$ cat src/rtl/wat_pkg.sv
// Shared types and constants of the weekly alarm table matcher.
package wat_pkg;

  // Command codes carried in the cmd field of an input item.
  localparam logic [1:0] CmdTick  = 2'd0;
  localparam logic [1:0] CmdEntry = 2'd1;
  localparam logic [1:0] CmdCount = 2'd2;

  // Configuration register indexes (byte address bit 2 selects the register).
  localparam logic RegActiveLines = 1'b0;

  localparam logic [11:0] ValidYear  = 12'd2024;
  localparam int          MinPerHour = 60;
  localparam int          MinPerDay  = 24 * MinPerHour;
  localparam int          KeyW       = 20;
  localparam logic [KeyW-1:0] KeyReset = {KeyW{1'b1}};
  localparam int          MaxResults = 32;
  localparam int          ResCntW    = $clog2(MaxResults + 1);

  typedef struct packed {
    logic [1:0]  cmd;
    logic [2:0]  line_sel;
    logic [1:0]  slot_sel;
    logic [2:0]  count_value;
    logic        entry_enable;
    logic [4:0]  hour;
    logic [5:0]  minute;
    logic [6:0]  weekday_mask;
    logic [16:0] duration;
    logic [11:0] year;
    logic [8:0]  day_of_year;
    logic [2:0]  weekday;
  } in_t;

  typedef struct packed {
    logic [2:0]  line_id;
    logic [16:0] run_seconds;
    logic        last_event;
  } out_t;

  // One alarm entry as stored in the table memory.
  typedef struct packed {
    logic        enable;
    logic [4:0]  hour;
    logic [5:0]  minute;
    logic [6:0]  weekday_mask;
    logic [16:0] duration;
  } entry_t;

  typedef enum logic [1:0] {
    OpEntry = 2'd0,
    OpCount = 2'd1,
    OpScan  = 2'd2
  } op_kind_e;

  // Operation handed from the front end to the back end. For a scan the
  // entry's hour and minute hold the tick's time.
  typedef struct packed {
    op_kind_e   kind;
    logic [2:0] line;
    logic [1:0] slot;
    logic [3:0] count;
    entry_t     entry;
    logic [2:0] weekday;
  } op_t;

  typedef enum logic [2:0] {
    BackIdle  = 3'b001,
    BackScan  = 3'b010,
    BackFlush = 3'b100
  } back_state_e;

  typedef struct packed {
    logic               idle;
    logic [ResCntW-1:0] res_cnt;
  } back_st_t;

endpackage

$ cat src/rtl/wat_ram.sv
// Generic single-write, single-read RAM with registered read data.
module wat_ram #(
  parameter int WIDTH = 8,
  parameter int DEPTH = 16
) (
  input  logic                                 clk_i,
  input  logic                                 we_i,
  input  logic [(DEPTH > 1 ? $clog2(DEPTH) : 1)-1:0] waddr_i,
  input  logic [WIDTH-1:0]                     wdata_i,
  input  logic                                 re_i,
  input  logic [(DEPTH > 1 ? $clog2(DEPTH) : 1)-1:0] raddr_i,
  output logic [WIDTH-1:0]                     rdata_o
);

  logic [WIDTH-1:0] mem_q [DEPTH];
  logic [WIDTH-1:0] rdata_q;

  always_ff @(posedge clk_i) begin
    if (we_i) begin
      mem_q[waddr_i] <= wdata_i;
    end
    if (re_i) begin
      rdata_q <= mem_q[raddr_i];
    end
  end

  assign rdata_o = rdata_q;

endmodule

$ cat src/rtl/wat_front.sv
// Front end: accepts input items, drops those that do nothing and queues the rest.
module wat_front #(
  parameter int MAX_LINES      = 8,
  parameter int SLOTS_PER_LINE = 4
) (
  input  logic         clk_i,
  input  logic         rst_ni,
  input  logic         in_valid_i,
  output logic         in_ready_o,
  input  wat_pkg::in_t in_data_i,
  output logic         push_o,
  output wat_pkg::op_t op_o,
  input  logic         full_i
);
  import wat_pkg::*;

  logic [KeyW-1:0] last_key_q, last_key_d;
  logic [KeyW-1:0] key;
  logic            accept;
  logic            line_ok, slot_ok;
  logic [3:0]      count_sat;

  assign in_ready_o = !full_i;
  assign accept     = in_valid_i && !full_i;

  assign key = KeyW'(32'(in_data_i.day_of_year) * MinPerDay
                     + 32'(in_data_i.hour) * MinPerHour + 32'(in_data_i.minute));

  assign line_ok   = 32'(in_data_i.line_sel) < MAX_LINES;
  assign slot_ok   = 32'(in_data_i.slot_sel) < SLOTS_PER_LINE;
  assign count_sat = (32'(in_data_i.count_value) > SLOTS_PER_LINE) ?
                     4'(SLOTS_PER_LINE) : {1'b0, in_data_i.count_value};

  always_comb begin
    push_o             = 1'b0;
    last_key_d         = last_key_q;
    op_o.kind          = OpScan;
    op_o.line          = in_data_i.line_sel;
    op_o.slot          = in_data_i.slot_sel;
    op_o.count         = count_sat;
    op_o.entry.enable  = in_data_i.entry_enable;
    op_o.entry.hour    = in_data_i.hour;
    op_o.entry.minute  = in_data_i.minute;
    op_o.entry.weekday_mask = in_data_i.weekday_mask;
    op_o.entry.duration     = in_data_i.duration;
    op_o.weekday       = in_data_i.weekday;
    if (accept) begin
      unique case (in_data_i.cmd)
        CmdEntry: begin
          op_o.kind = OpEntry;
          push_o    = line_ok && slot_ok;
        end
        CmdCount: begin
          op_o.kind = OpCount;
          push_o    = line_ok;
        end
        CmdTick: begin
          // A tick runs a scan only once per new minute and only on a set clock.
          if (in_data_i.year >= ValidYear && key != last_key_q) begin
            op_o.kind  = OpScan;
            push_o     = 1'b1;
            last_key_d = key;
          end
        end
        default: ;
      endcase
    end
  end

  always_ff @(posedge clk_i or negedge rst_ni) begin
    if (!rst_ni) begin
      last_key_q <= KeyReset;
    end else begin
      last_key_q <= last_key_d;
    end
  end

endmodule

$ cat src/rtl/wat_queue.sv
// Short operation queue between the front end and the back end.
module wat_queue #(
  parameter int DEPTH = 2
) (
  input  logic                           clk_i,
  input  logic                           rst_ni,
  input  logic                           push_i,
  input  wat_pkg::op_t                   op_i,
  output logic                           full_o,
  input  logic                           pop_i,
  output logic                           valid_o,
  output wat_pkg::op_t                   op_o,
  output logic [$clog2(DEPTH + 1)-1:0]   level_o
);
  import wat_pkg::*;

  localparam int PW = DEPTH > 1 ? $clog2(DEPTH) : 1;
  localparam int LW = $clog2(DEPTH + 1);

  op_t           slots_q [DEPTH];
  logic [PW-1:0] wr_ptr_q, rd_ptr_q;
  logic [LW-1:0] level_q;
  logic          do_push, do_pop;

  assign full_o  = level_q == LW'(DEPTH);
  assign valid_o = level_q != '0;
  assign op_o    = slots_q[rd_ptr_q];
  assign level_o = level_q;
  assign do_push = push_i && !full_o;
  assign do_pop  = pop_i && valid_o;

  always_ff @(posedge clk_i) begin
    if (do_push) begin
      slots_q[wr_ptr_q] <= op_i;
    end
  end

  always_ff @(posedge clk_i or negedge rst_ni) begin
    if (!rst_ni) begin
      wr_ptr_q <= '0;
      rd_ptr_q <= '0;
      level_q  <= '0;
    end else begin
      if (do_push) begin
        wr_ptr_q <= (wr_ptr_q == PW'(DEPTH - 1)) ? '0 : wr_ptr_q + PW'(1);
      end
      if (do_pop) begin
        rd_ptr_q <= (rd_ptr_q == PW'(DEPTH - 1)) ? '0 : rd_ptr_q + PW'(1);
      end
      if (do_push && !do_pop) begin
        level_q <= level_q + LW'(1);
      end else if (do_pop && !do_push) begin
        level_q <= level_q - LW'(1);
      end
    end
  end

endmodule

$ cat src/rtl/wat_back.sv
// Back end: applies table writes and scans the table for each new minute.
module wat_back #(
  parameter int MAX_LINES      = 8,
  parameter int SLOTS_PER_LINE = 4
) (
  input  logic              clk_i,
  input  logic              rst_ni,
  input  logic [3:0]        active_lines_i,
  input  logic              q_valid_i,
  input  wat_pkg::op_t      q_op_i,
  output logic              q_pop_o,
  output logic              out_valid_o,
  input  logic              out_ready_i,
  output wat_pkg::out_t     out_data_o,
  output wat_pkg::back_st_t status_o
);
  import wat_pkg::*;

  localparam int Entries = MAX_LINES * SLOTS_PER_LINE;
  localparam int AW      = Entries > 1 ? $clog2(Entries) : 1;
  localparam int LW      = $clog2(MAX_LINES + 1);
  localparam int LIW     = MAX_LINES > 1 ? $clog2(MAX_LINES) : 1;
  localparam int SW      = $clog2(SLOTS_PER_LINE + 1);
  localparam int EW      = $bits(entry_t);

  back_state_e        state_q, state_d;
  logic [LW-1:0]      lines_q, lines_d, gen_l_q, gen_l_d, lines_sat;
  logic [SW-1:0]      gen_s_q, gen_s_d, cur_cnt;
  logic [AW-1:0]      base_q, base_d, rd_addr, wr_addr;
  logic [4:0]         t_hour_q, t_hour_d;
  logic [5:0]         t_min_q, t_min_d;
  logic [2:0]         t_wday_q, t_wday_d;
  logic               cmp_valid_q, cmp_valid_d, cmp_vld_q, cmp_vld_d;
  logic [2:0]         cmp_line_q, cmp_line_d;
  logic               held_valid_q, held_valid_d;
  out_t               held_q, held_d, out_q, load_data;
  logic               out_valid_q, load_out;
  logic [ResCntW-1:0] res_cnt_q, res_cnt_d;
  logic [SW-1:0]      cnt_q [MAX_LINES];
  logic [Entries-1:0] vld_q;
  logic [LIW-1:0]     cnt_idx;
  logic               cnt_we, vld_we, ram_re;
  logic [EW-1:0]      ram_rdata;
  entry_t             cmp_entry;
  logic               gen_busy, issue, s_more, match, out_free, hit_stall;
  logic [7:0]         mask_ext;

  wat_ram #(
    .WIDTH(EW),
    .DEPTH(Entries)
  ) u_table (
    .clk_i  (clk_i),
    .we_i   (vld_we),
    .waddr_i(wr_addr),
    .wdata_i(q_op_i.entry),
    .re_i   (ram_re),
    .raddr_i(rd_addr),
    .rdata_o(ram_rdata)
  );

  assign cmp_entry = entry_t'(ram_rdata);
  assign wr_addr   = AW'(32'(q_op_i.line) * SLOTS_PER_LINE + 32'(q_op_i.slot));
  assign cnt_idx   = LIW'(q_op_i.line);
  assign lines_sat = (32'(active_lines_i) > MAX_LINES) ? LW'(MAX_LINES) : LW'(active_lines_i);

  // Slot generator: walks line by line, one used slot per cycle while no result
  // stall holds it, and skips an empty line without reading it.
  assign gen_busy = gen_l_q < lines_q;
  assign cur_cnt  = gen_busy ? cnt_q[gen_l_q[LIW-1:0]] : '0;
  assign rd_addr  = base_q + AW'(gen_s_q);
  assign issue    = gen_busy && (gen_s_q < cur_cnt);
  assign s_more   = ({1'b0, gen_s_q} + 1'b1) < {1'b0, cur_cnt};

  // Compare stage works on the registered RAM output; weekday 7 has no mask bit.
  assign mask_ext = {1'b0, cmp_entry.weekday_mask};
  assign match    = cmp_valid_q && cmp_vld_q && cmp_entry.enable
                    && cmp_entry.hour == t_hour_q && cmp_entry.minute == t_min_q
                    && mask_ext[t_wday_q] && (res_cnt_q < ResCntW'(MaxResults));

  assign out_free  = !out_valid_q || out_ready_i;
  // A new match must push the held one out; it waits while the output is full.
  assign hit_stall = match && held_valid_q && !out_free;

  always_comb begin
    state_d      = state_q;
    lines_d      = lines_q;
    gen_l_d      = gen_l_q;
    gen_s_d      = gen_s_q;
    base_d       = base_q;
    t_hour_d     = t_hour_q;
    t_min_d      = t_min_q;
    t_wday_d     = t_wday_q;
    cmp_valid_d  = cmp_valid_q;
    cmp_vld_d    = cmp_vld_q;
    cmp_line_d   = cmp_line_q;
    held_valid_d = held_valid_q;
    held_d       = held_q;
    res_cnt_d    = res_cnt_q;
    load_out     = 1'b0;
    load_data    = held_q;
    q_pop_o      = 1'b0;
    cnt_we       = 1'b0;
    vld_we       = 1'b0;
    ram_re       = 1'b0;
    unique case (state_q)
      BackIdle: begin
        if (q_valid_i) begin
          q_pop_o = 1'b1;
          unique case (q_op_i.kind)
            OpEntry: vld_we = 1'b1;
            OpCount: cnt_we = 1'b1;
            OpScan: begin
              lines_d     = lines_sat;
              gen_l_d     = '0;
              gen_s_d     = '0;
              base_d      = '0;
              t_hour_d    = q_op_i.entry.hour;
              t_min_d     = q_op_i.entry.minute;
              t_wday_d    = q_op_i.weekday;
              cmp_valid_d = 1'b0;
              res_cnt_d   = '0;
              state_d     = BackScan;
            end
            default: ;
          endcase
        end
      end
      BackScan: begin
        if (!hit_stall) begin
          cmp_valid_d = issue;
          if (issue) begin
            ram_re     = 1'b1;
            cmp_vld_d  = vld_q[rd_addr];
            cmp_line_d = 3'(gen_l_q);
          end
          if (gen_busy) begin
            if (issue && s_more) begin
              gen_s_d = gen_s_q + SW'(1);
            end else begin
              gen_l_d = gen_l_q + LW'(1);
              gen_s_d = '0;
              base_d  = base_q + AW'(SLOTS_PER_LINE);
            end
          end
          if (match) begin
            // The held result is not the last one, so it leaves unmarked.
            if (held_valid_q) begin
              load_out = 1'b1;
            end
            held_d.line_id     = cmp_line_q;
            held_d.run_seconds = cmp_entry.duration;
            held_d.last_event  = 1'b0;
            held_valid_d       = 1'b1;
            res_cnt_d          = res_cnt_q + ResCntW'(1);
          end
        end
        if (!gen_busy && !cmp_valid_q) begin
          state_d = BackFlush;
        end
      end
      BackFlush: begin
        if (!held_valid_q) begin
          state_d = BackIdle;
        end else if (out_free) begin
          load_out             = 1'b1;
          load_data.last_event = 1'b1;
          held_valid_d         = 1'b0;
          state_d              = BackIdle;
        end
      end
      default: state_d = BackIdle;
    endcase
  end

  always_ff @(posedge clk_i or negedge rst_ni) begin
    if (!rst_ni) begin
      state_q      <= BackIdle;
      lines_q      <= '0;
      gen_l_q      <= '0;
      gen_s_q      <= '0;
      base_q       <= '0;
      cmp_valid_q  <= 1'b0;
      held_valid_q <= 1'b0;
      out_valid_q  <= 1'b0;
      res_cnt_q    <= '0;
      vld_q        <= '0;
      for (int i = 0; i < MAX_LINES; i++) begin
        cnt_q[i] <= '0;
      end
    end else begin
      state_q      <= state_d;
      lines_q      <= lines_d;
      gen_l_q      <= gen_l_d;
      gen_s_q      <= gen_s_d;
      base_q       <= base_d;
      cmp_valid_q  <= cmp_valid_d;
      held_valid_q <= held_valid_d;
      out_valid_q  <= load_out || (out_valid_q && !out_ready_i);
      res_cnt_q    <= res_cnt_d;
      if (vld_we) begin
        vld_q[wr_addr] <= 1'b1;
      end
      if (cnt_we) begin
        cnt_q[cnt_idx] <= SW'(q_op_i.count);
      end
    end
  end

  always_ff @(posedge clk_i) begin
    t_hour_q   <= t_hour_d;
    t_min_q    <= t_min_d;
    t_wday_q   <= t_wday_d;
    cmp_vld_q  <= cmp_vld_d;
    cmp_line_q <= cmp_line_d;
    held_q     <= held_d;
    if (load_out) begin
      out_q <= load_data;
    end
  end

  assign out_valid_o      = out_valid_q;
  assign out_data_o       = out_q;
  assign status_o.idle    = state_q == BackIdle;
  assign status_o.res_cnt = res_cnt_q;

endmodule

$ cat src/rtl/weekly_alarm_table_matcher_core.sv
// Top level of the weekly alarm table matcher: front end, queue, back end, register port.
//
// The block holds MAX_LINES x SLOTS_PER_LINE alarm entries in a RAM and a slot
// count per line. The front end takes one item per cycle while its two-entry
// operation queue has room; it drops unknown commands, out-of-range writes and
// ticks with a year before 2024 or a repeated minute. The back end applies an
// entry or count write as it pops it. A scanning tick reads the table one entry
// per cycle through the RAM's single read port while the result output does not
// stall it; the back end pops no new operation until the scan has finished.
// The final start event of a tick carries last_event; a tick with no match gives
// no transfer. Register active_lines sits at byte address 0; the user must write
// it only while the block is idle, and the block itself does not enforce this.
module weekly_alarm_table_matcher_core #(
  parameter int MAX_LINES      = 8,
  parameter int SLOTS_PER_LINE = 4
) (
  input  logic          clk_i,
  input  logic          rst_ni,
  input  logic          in_valid_i,
  output logic          in_ready_o,
  input  wat_pkg::in_t  in_data_i,
  output logic          out_valid_o,
  input  logic          out_ready_i,
  output wat_pkg::out_t out_data_o,
  input  logic          psel,
  input  logic          penable,
  input  logic          pwrite,
  input  logic [2:0]    paddr,
  input  logic [31:0]   pwdata,
  output logic [31:0]   prdata,
  output logic          pready
);
  import wat_pkg::*;

  localparam int QueueDepth = 2;
  localparam int QLW        = $clog2(QueueDepth + 1);

  logic           push, q_full, q_valid, q_pop;
  op_t            front_op, q_op;
  logic [QLW-1:0] q_level;
  back_st_t       back_st;
  logic [3:0]     active_lines_q;
  logic           cfg_wr;

  assign pready = 1'b1;
  assign cfg_wr = psel && penable && pwrite && pready;
  assign prdata = (paddr[2] == RegActiveLines) ? {28'd0, active_lines_q} : 32'd0;

  always_ff @(posedge clk_i or negedge rst_ni) begin
    if (!rst_ni) begin
      active_lines_q <= '0;
    end else if (cfg_wr && paddr[2] == RegActiveLines) begin
      active_lines_q <= pwdata[3:0];
    end
  end

  wat_front #(
    .MAX_LINES     (MAX_LINES),
    .SLOTS_PER_LINE(SLOTS_PER_LINE)
  ) u_front (
    .clk_i     (clk_i),
    .rst_ni    (rst_ni),
    .in_valid_i(in_valid_i),
    .in_ready_o(in_ready_o),
    .in_data_i (in_data_i),
    .push_o    (push),
    .op_o      (front_op),
    .full_i    (q_full)
  );

  wat_queue #(
    .DEPTH(QueueDepth)
  ) u_queue (
    .clk_i  (clk_i),
    .rst_ni (rst_ni),
    .push_i (push),
    .op_i   (front_op),
    .full_o (q_full),
    .pop_i  (q_pop),
    .valid_o(q_valid),
    .op_o   (q_op),
    .level_o(q_level)
  );

  wat_back #(
    .MAX_LINES     (MAX_LINES),
    .SLOTS_PER_LINE(SLOTS_PER_LINE)
  ) u_back (
    .clk_i         (clk_i),
    .rst_ni        (rst_ni),
    .active_lines_i(active_lines_q),
    .q_valid_i     (q_valid),
    .q_op_i        (q_op),
    .q_pop_o       (q_pop),
    .out_valid_o   (out_valid_o),
    .out_ready_i   (out_ready_i),
    .out_data_o    (out_data_o),
    .status_o      (back_st)
  );

  // A tick never emits more start events than the result cap.
  assert property (@(posedge clk_i) disable iff (!rst_ni)
    back_st.res_cnt <= ResCntW'(MaxResults))
    else $error("result count exceeds cap");

  // An unmarked event always has a later event of the same tick behind it.
  assert property (@(posedge clk_i) disable iff (!rst_ni)
    (out_valid_o && !out_data_o.last_event) |-> !back_st.idle)
    else $error("unmarked event with back end idle");

  // The queue never holds more operations than it has entries.
  assert property (@(posedge clk_i) disable iff (!rst_ni)
    q_level <= QLW'(QueueDepth))
    else $error("queue level overflow");

  // A popped operation always comes from a non-empty queue and only while the back end is idle.
  assert property (@(posedge clk_i) disable iff (!rst_ni)
    q_pop |-> (q_valid && back_st.idle))
    else $error("pop from empty queue or busy back end");

endmodule

$ cat config.mk
export PLATFORM = sky130hd
export DESIGN_NAME = weekly_alarm_table_matcher_core
export DESIGN_NICKNAME = d
export VERILOG_FILES = /design/src/rtl/wat_pkg.sv /design/src/rtl/wat_ram.sv /design/src/rtl/wat_front.sv /design/src/rtl/wat_queue.sv /design/src/rtl/wat_back.sv /design/src/rtl/weekly_alarm_table_matcher_core.sv
export SDC_FILE = /design/constraint.sdc
export NUM_CORES = 1
export LEC_CHECK = 0
export BUFFER_PORTS_ARGS = -buffer_cell sky130_fd_sc_hd__buf_2
export CAP_MARGIN = 20
export CORE_MARGIN = 5
export CORE_UTILIZATION = 45
export CTS_CLUSTER_DIAMETER = 30
export DETAILED_ROUTE_END_ITERATION = 10
export SLEW_MARGIN = 25
export SYNTH_ARGS = -nofsm -noshare
export SYNTH_HDL_FRONTEND = slang
export SYNTH_SLANG_ARGS = --single-unit
$ cat constraint.sdc
create_clock -name clk_i -period 5.1 [get_ports clk_i]
set_input_delay 0.255 -clock clk_i [delete_from_list [all_inputs] [get_ports clk_i]]
set_output_delay 0.255 -clock clk_i [all_outputs]
set_load 0.01 [all_outputs]
# == Word-level counts from Yosys, hierarchy flattened ==
# Memory sizes are Yosys's and may differ from the RTL's. A register that Yosys moved wholly into a read port is not among the register bits.
# Cells that the tools add are included.
# totals
regBits,171
mem_bits_rw,1250
input_bits,112
output_inout_bits,56
elab_cells,222
n_memories,2
# mem_list
memory,depth,width,read_ports,rd_ports_with_merged_regs,write_ports,line_no,source
u_back.u_table.mem_q,32,36,1,1,1,wat_ram.sv:15,logic [WIDTH-1:0] mem_q [DEPTH];
u_queue.slots_q,2,49,1,0,1,wat_queue.sv:20,op_t slots_q [DEPTH];
# classes
add_sub_neg,13
n_mul,2
order_cmp,14
eq_ne,19
muxes,84
bitwise_logic,5
reduce_logical,50
# ops
operator,n
3-bit two-way mux,15
1-bit two-way mux,34
32-bit OR,1
4-bit two-way mux,7
5-bit two-way mux,5
24-bit bitwise mux,1
6-bit two-way mux,4
1-bit logical AND,23
20-bit by 11-bit adder with 20-bit output,1
20-bit by 6-bit adder with 20-bit output,1
20-bit inequality test,1
"9-bit by 6-bit multiplier with 15-bit output, second input constant",1
3-bit AND reduction,5
"12-bit by 11-bit >= comparator with 1-bit output, second input constant",1
"5-bit by 6-bit < comparator with 1-bit output, second input constant",2
6-bit case mux with 2 select lines,1
"2-bit by 1-bit inequality test with 1-bit output, second input constant",5
5-bit case mux with 2 select lines,1
5-bit AND reduction,2
3-bit binary-select mux with 3-bit select,1
3-bit demux with 3-bit select,1
"5-bit by 4-bit multiplier with 9-bit output, second input constant",1
3-bit case mux with 3 select lines,1
"4-bit >= comparator, second input constant",2
other kinds (45),70

# == Depth between registers and ports, before layout ==
# Gate-level depths: netlist of the first run.
# logic_depth
ltp_word,13
depth_mapped,30
depth_no_buf,26

# == Modules after synthesis ==
# Synthesis of the first run repeated with hierarchy kept, for this count alone.
# unflattened
cells_unflattened,3600
area_unflattened_um2,60329.1
# by_module_without_submodules
mod,instances,cells_per_inst,area_each_um2,seq_area_each_um2
wat_ram,1,2536,45930.3,35674.2
wat_back,1,426,6029.5,3824.9
wat_queue,1,175,4061.4,3103.0
wat_front,1,419,3878.7,525.5
weekly_alarm_table_matcher_core,1,44,429.2,100.1

# == Worst setup path after synthesis of the first run ==
# OpenSTA, ideal clock, no wires.
# synth_timing
path_type,input-to-reg
startpoint,input port in_data_i[54] (netlist bit)
endpoint,memory u_queue.slots_q[1][0] (netlist bit) (enable)
setup_time_ps,480
t_arrival_ps,6311
required_ps,4620
setup_slack_ps,-1691
path_stages,25
path_cell_list,fa_1 fa_1 inv_1 fa_1 inv_1 a21oi_1 o21bai_1 a21o_1 a21oi_1 xnor2_1 ha_1 ha_1 clkbuf_1 o21a_1 a21oi_1 nor3_2 nand4bb_2 nor3b_2 xor3_1 or4_4 buf_6 and2_4 buf_6 buf_6 o211a_1
# synth_between
elab_chain_cells,11
# synth_lines
element,line_no,source
"start, declared",weekly_alarm_table_matcher_core.sv:21,"input wat_pkg::in_t in_data_i,"
5-bit by 4-bit multiplier with 9-bit output,wat_front.sv:27,+ 32'(in_data_i.hour) * MinPerHour + 32'(in_data_i.minute));
20-bit by 11-bit adder with 20-bit output,wat_front.sv:27,
20-bit by 6-bit adder with 20-bit output,wat_front.sv:27,
20-bit inequality test,wat_front.sv:59,if (in_data_i.year >= ValidYear && key != last_key_q) begin
1-bit logical AND,wat_front.sv:59,
1-bit two-way mux,wat_front.sv:59,
1-bit case mux with 2 select lines,wat_front.sv:48,unique case (in_data_i.cmd)
1-bit two-way mux,wat_front.sv:47,if (accept) begin
1-bit logical AND,wat_queue.sv:29,assign do_push = push_i && !full_o;
1-bit two-way mux,wat_queue.sv:33,if (do_push) begin
1-bit two-way mux (not written as such),wat_queue.sv:34,slots_q[wr_ptr_q] <= op_i;
"end, declared",wat_queue.sv:20,
# No other way between the ends.

# == Worst setup path after layout of the first run ==
# layout_timing
startpoint,input port in_data_i[56] (netlist bit)
endpoint,memory u_queue.slots_q[1][32] (netlist bit) (enable)
# The elaborated chain is that of the path after synthesis.

==> summary.md, run 1 <==
| Metric | Value |
|---|---|
| Critical R2R Launch | `u_back.gen_l_q[1]$_DFFE_PN0P_` |
| Io pins | `between 150 and 200` |
| Synth Cell Area | `0.0582 sq mm` |
| Clock transition at the registers of the reported paths | `50 ps` |
| Largest cells by area after synthesis | `edfxtp_1 69%, mux4_2 15%, dfrtp_1 3.8%` |
| Max stage delay cell, worst path | `fa_1` |
| Vias in the first global route | `30900` |
| Fill count | `9426` |
| Min-delay src | `in_data_i[46]` |
| Largest net degree at the start of global routing | `99` |
| Crit end category | `flop` |
| Final Cycle Share | `101%` |
| Sequential share of the synthesized area | `roughly three quarters` |
| Flop2flop setup slack | `1090 ps` |
| Avg WL per Cell | `approximately 28 um` |
| Grt met1 use | `between 20% and 30%` |
| Most frequent CP cell | `a21oi_2` |
| Final Max Tran Viols | `0` |
| CTS tree | `built` |
| Post-layout nets | `3454` |
| Area of the die | `0.137 sq mm` |
| Site Rows | `132` |
| Detailed-route wire length | `144000 um` |
| M2 GR Usage | `34.6%` |
| Clock Tree Root | `clkbuf_16` |
| Main synth FF type | `edfxtp_1` |
| Post-synth EDFFs | `1345` |
| H-tree levels | `5` |
| Cell chain of the critical path | `buf_8 -> fa_1 -> fa_1 -> inv_2 -> fa_2 -> inv_2 -> a21oi_2 -> o21bai_1 -> a21o_1 -> a21oi_2 -> xnor2_1 -> ha_1 -> ha_4 -> o21a_1 -> a21oi_2 -> nor3_4 -> nand4bb_2 -> nor3b_2 -> xor3_1 -> or4_4 -> and2_4 -> buf_6 -> o211a_4 -> clkbuf_16` |
| Drt pass-1 iters | `7` |
| Skew-Pair Late Insertion Delay | `900 ps` |
| Critical Path Max Stage Delay | `590 ps` |
| GR peak layer | `met2` |
| Maximum root-to-sink buffer count | `4` |
| Via density | `between 5 and 6` |
| PD cells | `541 mW/mm^2` |
| Synth cell types | `75` |
| GRT Resource Usage Total | `20.9%` |
| Area leader, netlist | `edfxtp_1` |
| Maximum VDD drop | `0.306 mV` |
| Cells on worst reg2reg path | `11` |
| Initial core utilization | `45.1%` |
| DRC Markers | `0` |
| Tightest Hold Check Type | `primary input to flop` |
| Slew HR | `30.0%` |
| Max Clock Skew | `82.9 ps` |
| Worst Path Required | `5710 ps` |
| Worst Path Arrival | `5770 ps` |
| Leak Pwr | `24.6 nW` |
| Die height | `370 um` |
| Final setup violation count | `75` |
| Crit-path max FO | `6` |
| IO Port Bufs | `105` |
| Status | `finished with violations` |
| Multi-input logic area | `about 0.015 sq mm` |
| Worst Hold End | `u_queue.slots_q[0][25]$_DFFE_PP_` |
| Congestion Overflow GR | `0` |
| Syn-to-layout area delta | `25.4%` |
| Final GP Congestion | `0.777` |
| Initial drt markers | `2840` |
| Clock sink count | `1455` |
| Fin Hold WS | `74.9 ps` |
| #FFs+latches synth | `1455` |
| ANT cells | `0` |
| Layout cells sized above 1 | `38.1%` |
| FF+latch area | `0.0432 sq mm` |
| Final ANT Viol Nets | `0` |
| Least-Margin Pin Slew | `between 1000 and 1500 ps` |
| Post-synth top cells | `1345 x edfxtp_1, 377 x mux4_2, 94 x mux2_2, 89 x dfrtp_1, 80 x inv_1` |
| DIE WIDTH | `around 370 um` |
| Initial antenna violation count | `1` |
| Most numerous cell in the Yosys netlist | `edfxtp_1` |
| RR Endpoint | `u_back.u_table.rdata_o[11]$_DFFE_PP_` |
| Mean post-synth cell area | `21.2 sq um` |
| Ys Warns | `0` |
| Unrepaired setup endpoints after global routing | `yes` |
| Post-DP HPWL | `~74000 um` |
| Critical path launch point type | `primary input` |
| Max_cap viols | `0` |
| WS Path Type | `primary input to flop` |
| Fin crit period | `5160 ps` |
| Failing checks | `setup timing` |
| Final WS setup | `-55.4 ps` |
| TritonCTS buffer count | `between 200 and 300` |
| Fin. Hold Viols | `0` |
| Top cell type's share of synthesized area | `69.4%` |
| Mapped Cells | `2747` |
| Post-synth ARST share | `between 7 and 8%` |
| GR Layer Usage met3 | `roughly 4.4%` |
| First-pass GRT wire length | `~210000 um` |
| Via count | `just under 30000` |
| Core ar. | `between 0.1 and 0.15 sq mm` |
| Worst hold stages | `2` |
| Max Fclk | `a little under 0.2 GHz` |
| Final Power | `0.0395 W` |
layer usage:
| metal | routed length (um) | up-vias |
|---|---|---|
| met5 | 13 | - |
| met2 | 72400 | 1180 |
| met3 | 9650 | 241 |
| met4 | 2940 | 2 |
| li1 | - | 12300 |
| met1 | 59400 | 15800 |
cells by family (layout without fill, tap and decap cells):
| group | Yosys count | in the layout | synth area share (%) |
|---|---|---|---|
| buf+inv | 222 | 914 | 1.68 |
| simple gates | 279 | 279 | 2.50 |
| flops | 1455 | 1455 | 74.2 |
| fa+ha+maj | 93 | 93 | 2.27 |
| compound gates | 148 | 148 | 1.64 |
| xor+xnor | 66 | 66 | 1.09 |
| other cells | 2 | 29 | 0.0129 |
| mux | 482 | 482 | 16.6 |
layout make-up:
class / count / area share, %
well taps: 1742 / 2.99
clock buffers: 334 / 10.5
inverters: 80 / 0.412
multi-input cells: 1097 / 20.0
flip-flops and latches: 1455 / 59.2
repair buffers: 323 / 3.93
clock inverters: 177 / 2.97
sequential cells by signal (all words and copies together) (netlist names), 20 cells and up:
signal / cells
u_front.last_key_q: 20
u_back.held_q: 20
u_back.u_table.rdata_o: 36
u_queue.slots_q: 98
u_back.out_data_o: 21
u_back.cnt_q: 24
u_back.u_table.mem_q: 1152
u_back.vld_q: 32
worst max-delay path: cells and delay by family:
family,cells,cell delay [ps]
simple gates,5,1370
compound gates,7,1080
xor+xnor,2,370
fa+ha+maj,5,2090
buf+inv,5,560
cell usage in the layout (no fill, tap or decap), types with 36 or more instances in the layout:
cell type	count
clkbuf_16	306
bufinv_16	44
xnor2_1	41
mux4_2	377
buf_4	114
o21ai_0	39
nor2_1	39
edfxtp_1	1345
inv_1	76
dfrtp_1	86
mux2_2	94
dlygate4sd3_1	61
nand2_1	64
or2_2	37
clkinv_2	36
buf_2	102
ha_1	67
metrics by stage:
stage | instances | TNS, ps | instance area (sq um) | util [%] | setup slack (ps)
global placement | 4622 | -102390 | 62100 | 48.2 | -964
finish | 5208 | -2110 | 73000 | 56.6 | -55.4
floorplan | 2774 | -85400 | 58400 | - | -913
detailed placement | 4623 | -119700 | 62200 | 48.2 | -1110
global route | 5208 | -18780 | 73000 | 56.6 | -240
CTS | 5196 | 0 | 72700 | 56.3 | 7.84
power by group:
part / switching (W) / leakage, nW / internal [W] / total (W)
clock: 0.00598 / 4.71 / 0.0129 / 0.0189
sequential: 0.000378 / 13.5 / 0.0147 / 0.0151
combinational: 0.00315 / 6.40 / 0.00233 / 0.00548
worst max path at each step:
stage                             start                                to  depth (start not counted)
final                     in_data_i[56]  u_queue.slots_q[1][32]$_DFFE_PP_                         24
after global routing      in_data_i[56]    u_queue.level_o[1]$_DFFE_PN0P_                         29
after CTS                 in_data_i[56]  u_queue.slots_q[1][20]$_DFFE_PP_                         24
after detailed placement  in_data_i[57]  u_queue.slots_q[1][14]$_DFFE_PP_                         25
after global placement    in_data_i[57]  u_queue.slots_q[1][14]$_DFFE_PP_                         25
after floorplan           in_data_i[56]    u_queue.level_o[1]$_DFFE_PN0P_                         29
timing repair:
action / 4_1_cts / 5_1_grt
hold buffers: 62 / 0
pin swaps: 3 / 8
resized for setup: 10 / 21
hold endpoints to repair: 170 / 0
setup buffers: 0 / 4
setup endpoints to repair: 102 / 106
cloned: 0 / 8
Power figures use the tool's default switching activity.
==> run 2: changes to the inputs <==
--- a/config.mk
+++ b/config.mk
@@ -5,10 +5,11 @@
 export SDC_FILE = /design/constraint.sdc
 export NUM_CORES = 1
 export LEC_CHECK = 0
+export ABC_CLOCK_PERIOD_IN_PS = 5100
 export BUFFER_PORTS_ARGS = -buffer_cell sky130_fd_sc_hd__buf_2
 export CAP_MARGIN = 20
 export CORE_MARGIN = 5
-export CORE_UTILIZATION = 45
+export CORE_UTILIZATION = 30
 export CTS_CLUSTER_DIAMETER = 30
 export DETAILED_ROUTE_END_ITERATION = 10
 export SLEW_MARGIN = 25
==> run 2 against run 1 <==
The flow now finishes without violations. Cell count rose by 16%. Clock power is 6% higher. Fmax increased by 2.6%. Power is 2.5% higher. Setup slack better by 130 ps. Utilization decreased by 18 points. Combinational power is 2% lower. Final area rose by 2.2%. Critical path depth is the same. Flip-flop and latch count stayed put. Non-clock buffer count increased by 8. Register-to-register slack gained 120 ps. Largest cell class unchanged. Highest routed layer unchanged.
==> summary.md, run 2 (synthesized netlist as in run 1, its figures left out) <==
| Metric | Value |
|---|---|
| Post-layout nets | `3487` |
| Internal power | `0.0307 W` |
| WS Path Type | `primary input to flop` |
| Initial antenna violation count | `6` |
| Leak Pwr | `around 25 nW` |
| Least-Margin Pin Slew | `1020 ps` |
| Unrepaired setup endpoints after global routing | `yes` |
| Drt pass-1 iters | `5` |
| Site Rows | `~160` |
| Clock transition at the registers of the reported paths | `40 ps` |
| Most common cell after layout, fill and taps aside | `edfxtp_1` |
| Crit-path max FO | `7` |
| Fin area | `0.0746 sq mm` |
| Part of the power in registers | `37.2%` |
| Tightest Hold Check Type | `primary input to asynchronous set/reset pin` |
| Io pins | `168` |
| Via count | `29200` |
| Maximum root-to-sink buffer count | `4` |
| H-tree levels | `5` |
| Initial drt markers | `2829` |
| Flop2flop setup slack | `1210 ps` |
| Layout cells sized above 1 | `39.2%` |
| IO Port Bufs | `105` |
| Detailed-route wire length | `145000 um` |
| Worst Path Arrival | `5630 ps` |
| Fin crit period | `~5000 ps` |
| CTS tree | `built` |
| DRC Markers | `0` |
| Final Max Tran Viols | `0` |
| Max_cap viols | `0` |
| Vias in the first global route | `between 30000 and 40000` |
| Skew-Pair Late Insertion Delay | `890 ps` |
| Fin. Hold Viols | `0` |
| Clock power share | `49.5%` |
| Comb power frac | `a little over an eighth` |
| Commonest non-fill, non-tap cells in the layout | `1345 x edfxtp_1, 377 x mux4_2, 320 x clkbuf_16` |
| First-pass GRT wire length | `209000 um` |
| Critical path launch point type | `primary input` |
| Final setup violation count | `0` |
| PD cells | `~540 mW/mm^2` |
| Sw Ratio | `24.2%` |
| Clock sink count | `1455` |
| Final GP Congestion | `0.729` |
| Final WS setup | `77.5 ps` |
| Clock Tree Root | `clkbuf_16` |
| Syn-to-layout area delta | `28.1%` |
| Core ar. | `0.193 sq mm` |
| Max Fclk | `0.199 GHz` |
| GRT Resource Usage Total | `about 14%` |
| Crit end category | `flop` |
| Max Clock Skew | `slightly above 80 ps` |
| Die height | `roughly 450 um` |
| Most flop-heavy register | `u_back.u_table.mem_q` |
| Fill count | `17000` |
| Maximum VDD drop | `0.326 mV` |
| TritonCTS buffer count | `~320` |
| Largest net degree at the start of global routing | `98` |
| Slew HR | `a little under a third` |
| Via density | `4.82` |
| Congestion Overflow GR | `0` |
| DIE WIDTH | `about 450 um` |
| Initial core utilization | `a little under a third` |
| Post-DP HPWL | `77600 um` |
| Worst Path Required | `5710 ps` |
| Final ANT Viol Nets | `0` |
| Dpl cell area | `0.0632 sq mm` |
| Largest register FFs | `1152` |
| Final Cycle Share | `98.5%` |
| P_sw | `0.00982 W` |
| Area of the die | `0.203 sq mm` |
| Status | `complete, no violations` |
| Avg WL per Cell | `24.0 um` |
| Worst slack, placed | `-1070 ps` |
[run 2: cell type report]
class	instances	area, sq um	area share [%]
multi-input cells	1097	14600	19.6
repair buffers	331	2750	3.69
diodes	4	10.0	0.0134
clock buffers	346	8100	10.9
well taps	2526	3160	4.24
clock inverters	209	2450	3.28
inverters	80	300	0.403
flip-flops and latches	1455	43200	57.9
[run 2: power groups by stage]
| stage | logic (W) | clock network, W | registers, W |
|---|---|---|---|
| after floorplan | 0.00345 | 0 | 0.0151 |
| after global placement | 0.00505 | 0 | 0.0152 |
| after detailed placement | 0.00517 | 0 | 0.0153 |
| after CTS | 0.00528 | 0.0204 | 0.0151 |
| after global routing | 0.00590 | 0.0210 | 0.0151 |
| final | 0.00538 | 0.0200 | 0.0151 |
[run 2: per-stage QoR]
stage	util (%)	hold WS, ps	power (W)	setup TNS [ps]	std cells
floorplan	-	-40.6	0.0185	-85400	2774
global placement	32.8	405	0.0203	-103620	5424
detailed placement	32.8	406	0.0204	-108090	5424
CTS	38.6	32.1	0.0407	0	6039
global route	38.7	64.1	0.0421	-3710	6046
finish	38.7	79.3	0.0405	0	6048
[run 2: routing by layer]
layer	track usage [%]	up-vias	routed length [um]
li1	-	12400	-
met1	18.9	15500	61400
met2	22.6	1043	71100
met3	3.21	241	9590
met4	4.18	2	2890
met5	0	-	13
[run 2: path summary, 6_finish.rpt]
kind / start / endpoint / cells past startpoint
worst max-delay path: in_data_i[54] / u_queue.slots_q[1][34]$_DFFE_PP_ / 24
worst min-delay path: rst_ni / u_queue.wr_ptr_q$_DFFE_PN0P_ / 2
worst max register to register: u_back.gen_l_q[1]$_DFFE_PN0P_ / u_back.u_table.rdata_o[29]$_DFFE_PP_ / 11
worst min register to register: u_back.held_q[2]$_DFFE_PP_ / u_back.out_data_o[2]$_DFFE_PP_ / 0
max in group asynchronous: rst_ni / u_back.gen_s_q[1]$_DFFE_PN0P_ / 3
min in group clk_i: in_data_i[68] / u_queue.wr_ptr_q$_DFFE_PN0P_ / 5
[run 2: worst max-delay path, stage by stage]
cell	delay (ps)
buf_8	100
fa_1	520
fa_1	550
inv_1	60
fa_2	350
inv_2	60
a21oi_2	50
o21bai_1	170
buf_4	140
xor2_1	140
ha_1	290
ha_4	240
a21o_1	190
a21o_1	200
nor4_4	350
nor3_4	100
buf_6	140
and4b_1	180
a211oi_2	200
nand4b_1	120
or4_4	430
and2_4	200
o211a_4	340
clkbuf_16	240
[run 2: what timing repair did]
action / 4_1_cts / 5_1_grt
pin swaps: 2 / 10
setup buffers: 1 / 3
endpoints found under the hold margin: 174 / 0
resized for setup: 5 / 27
gates cloned: 0 / 3
hold buffers: 59 / 0
endpoints found under the setup margin: 86 / 116
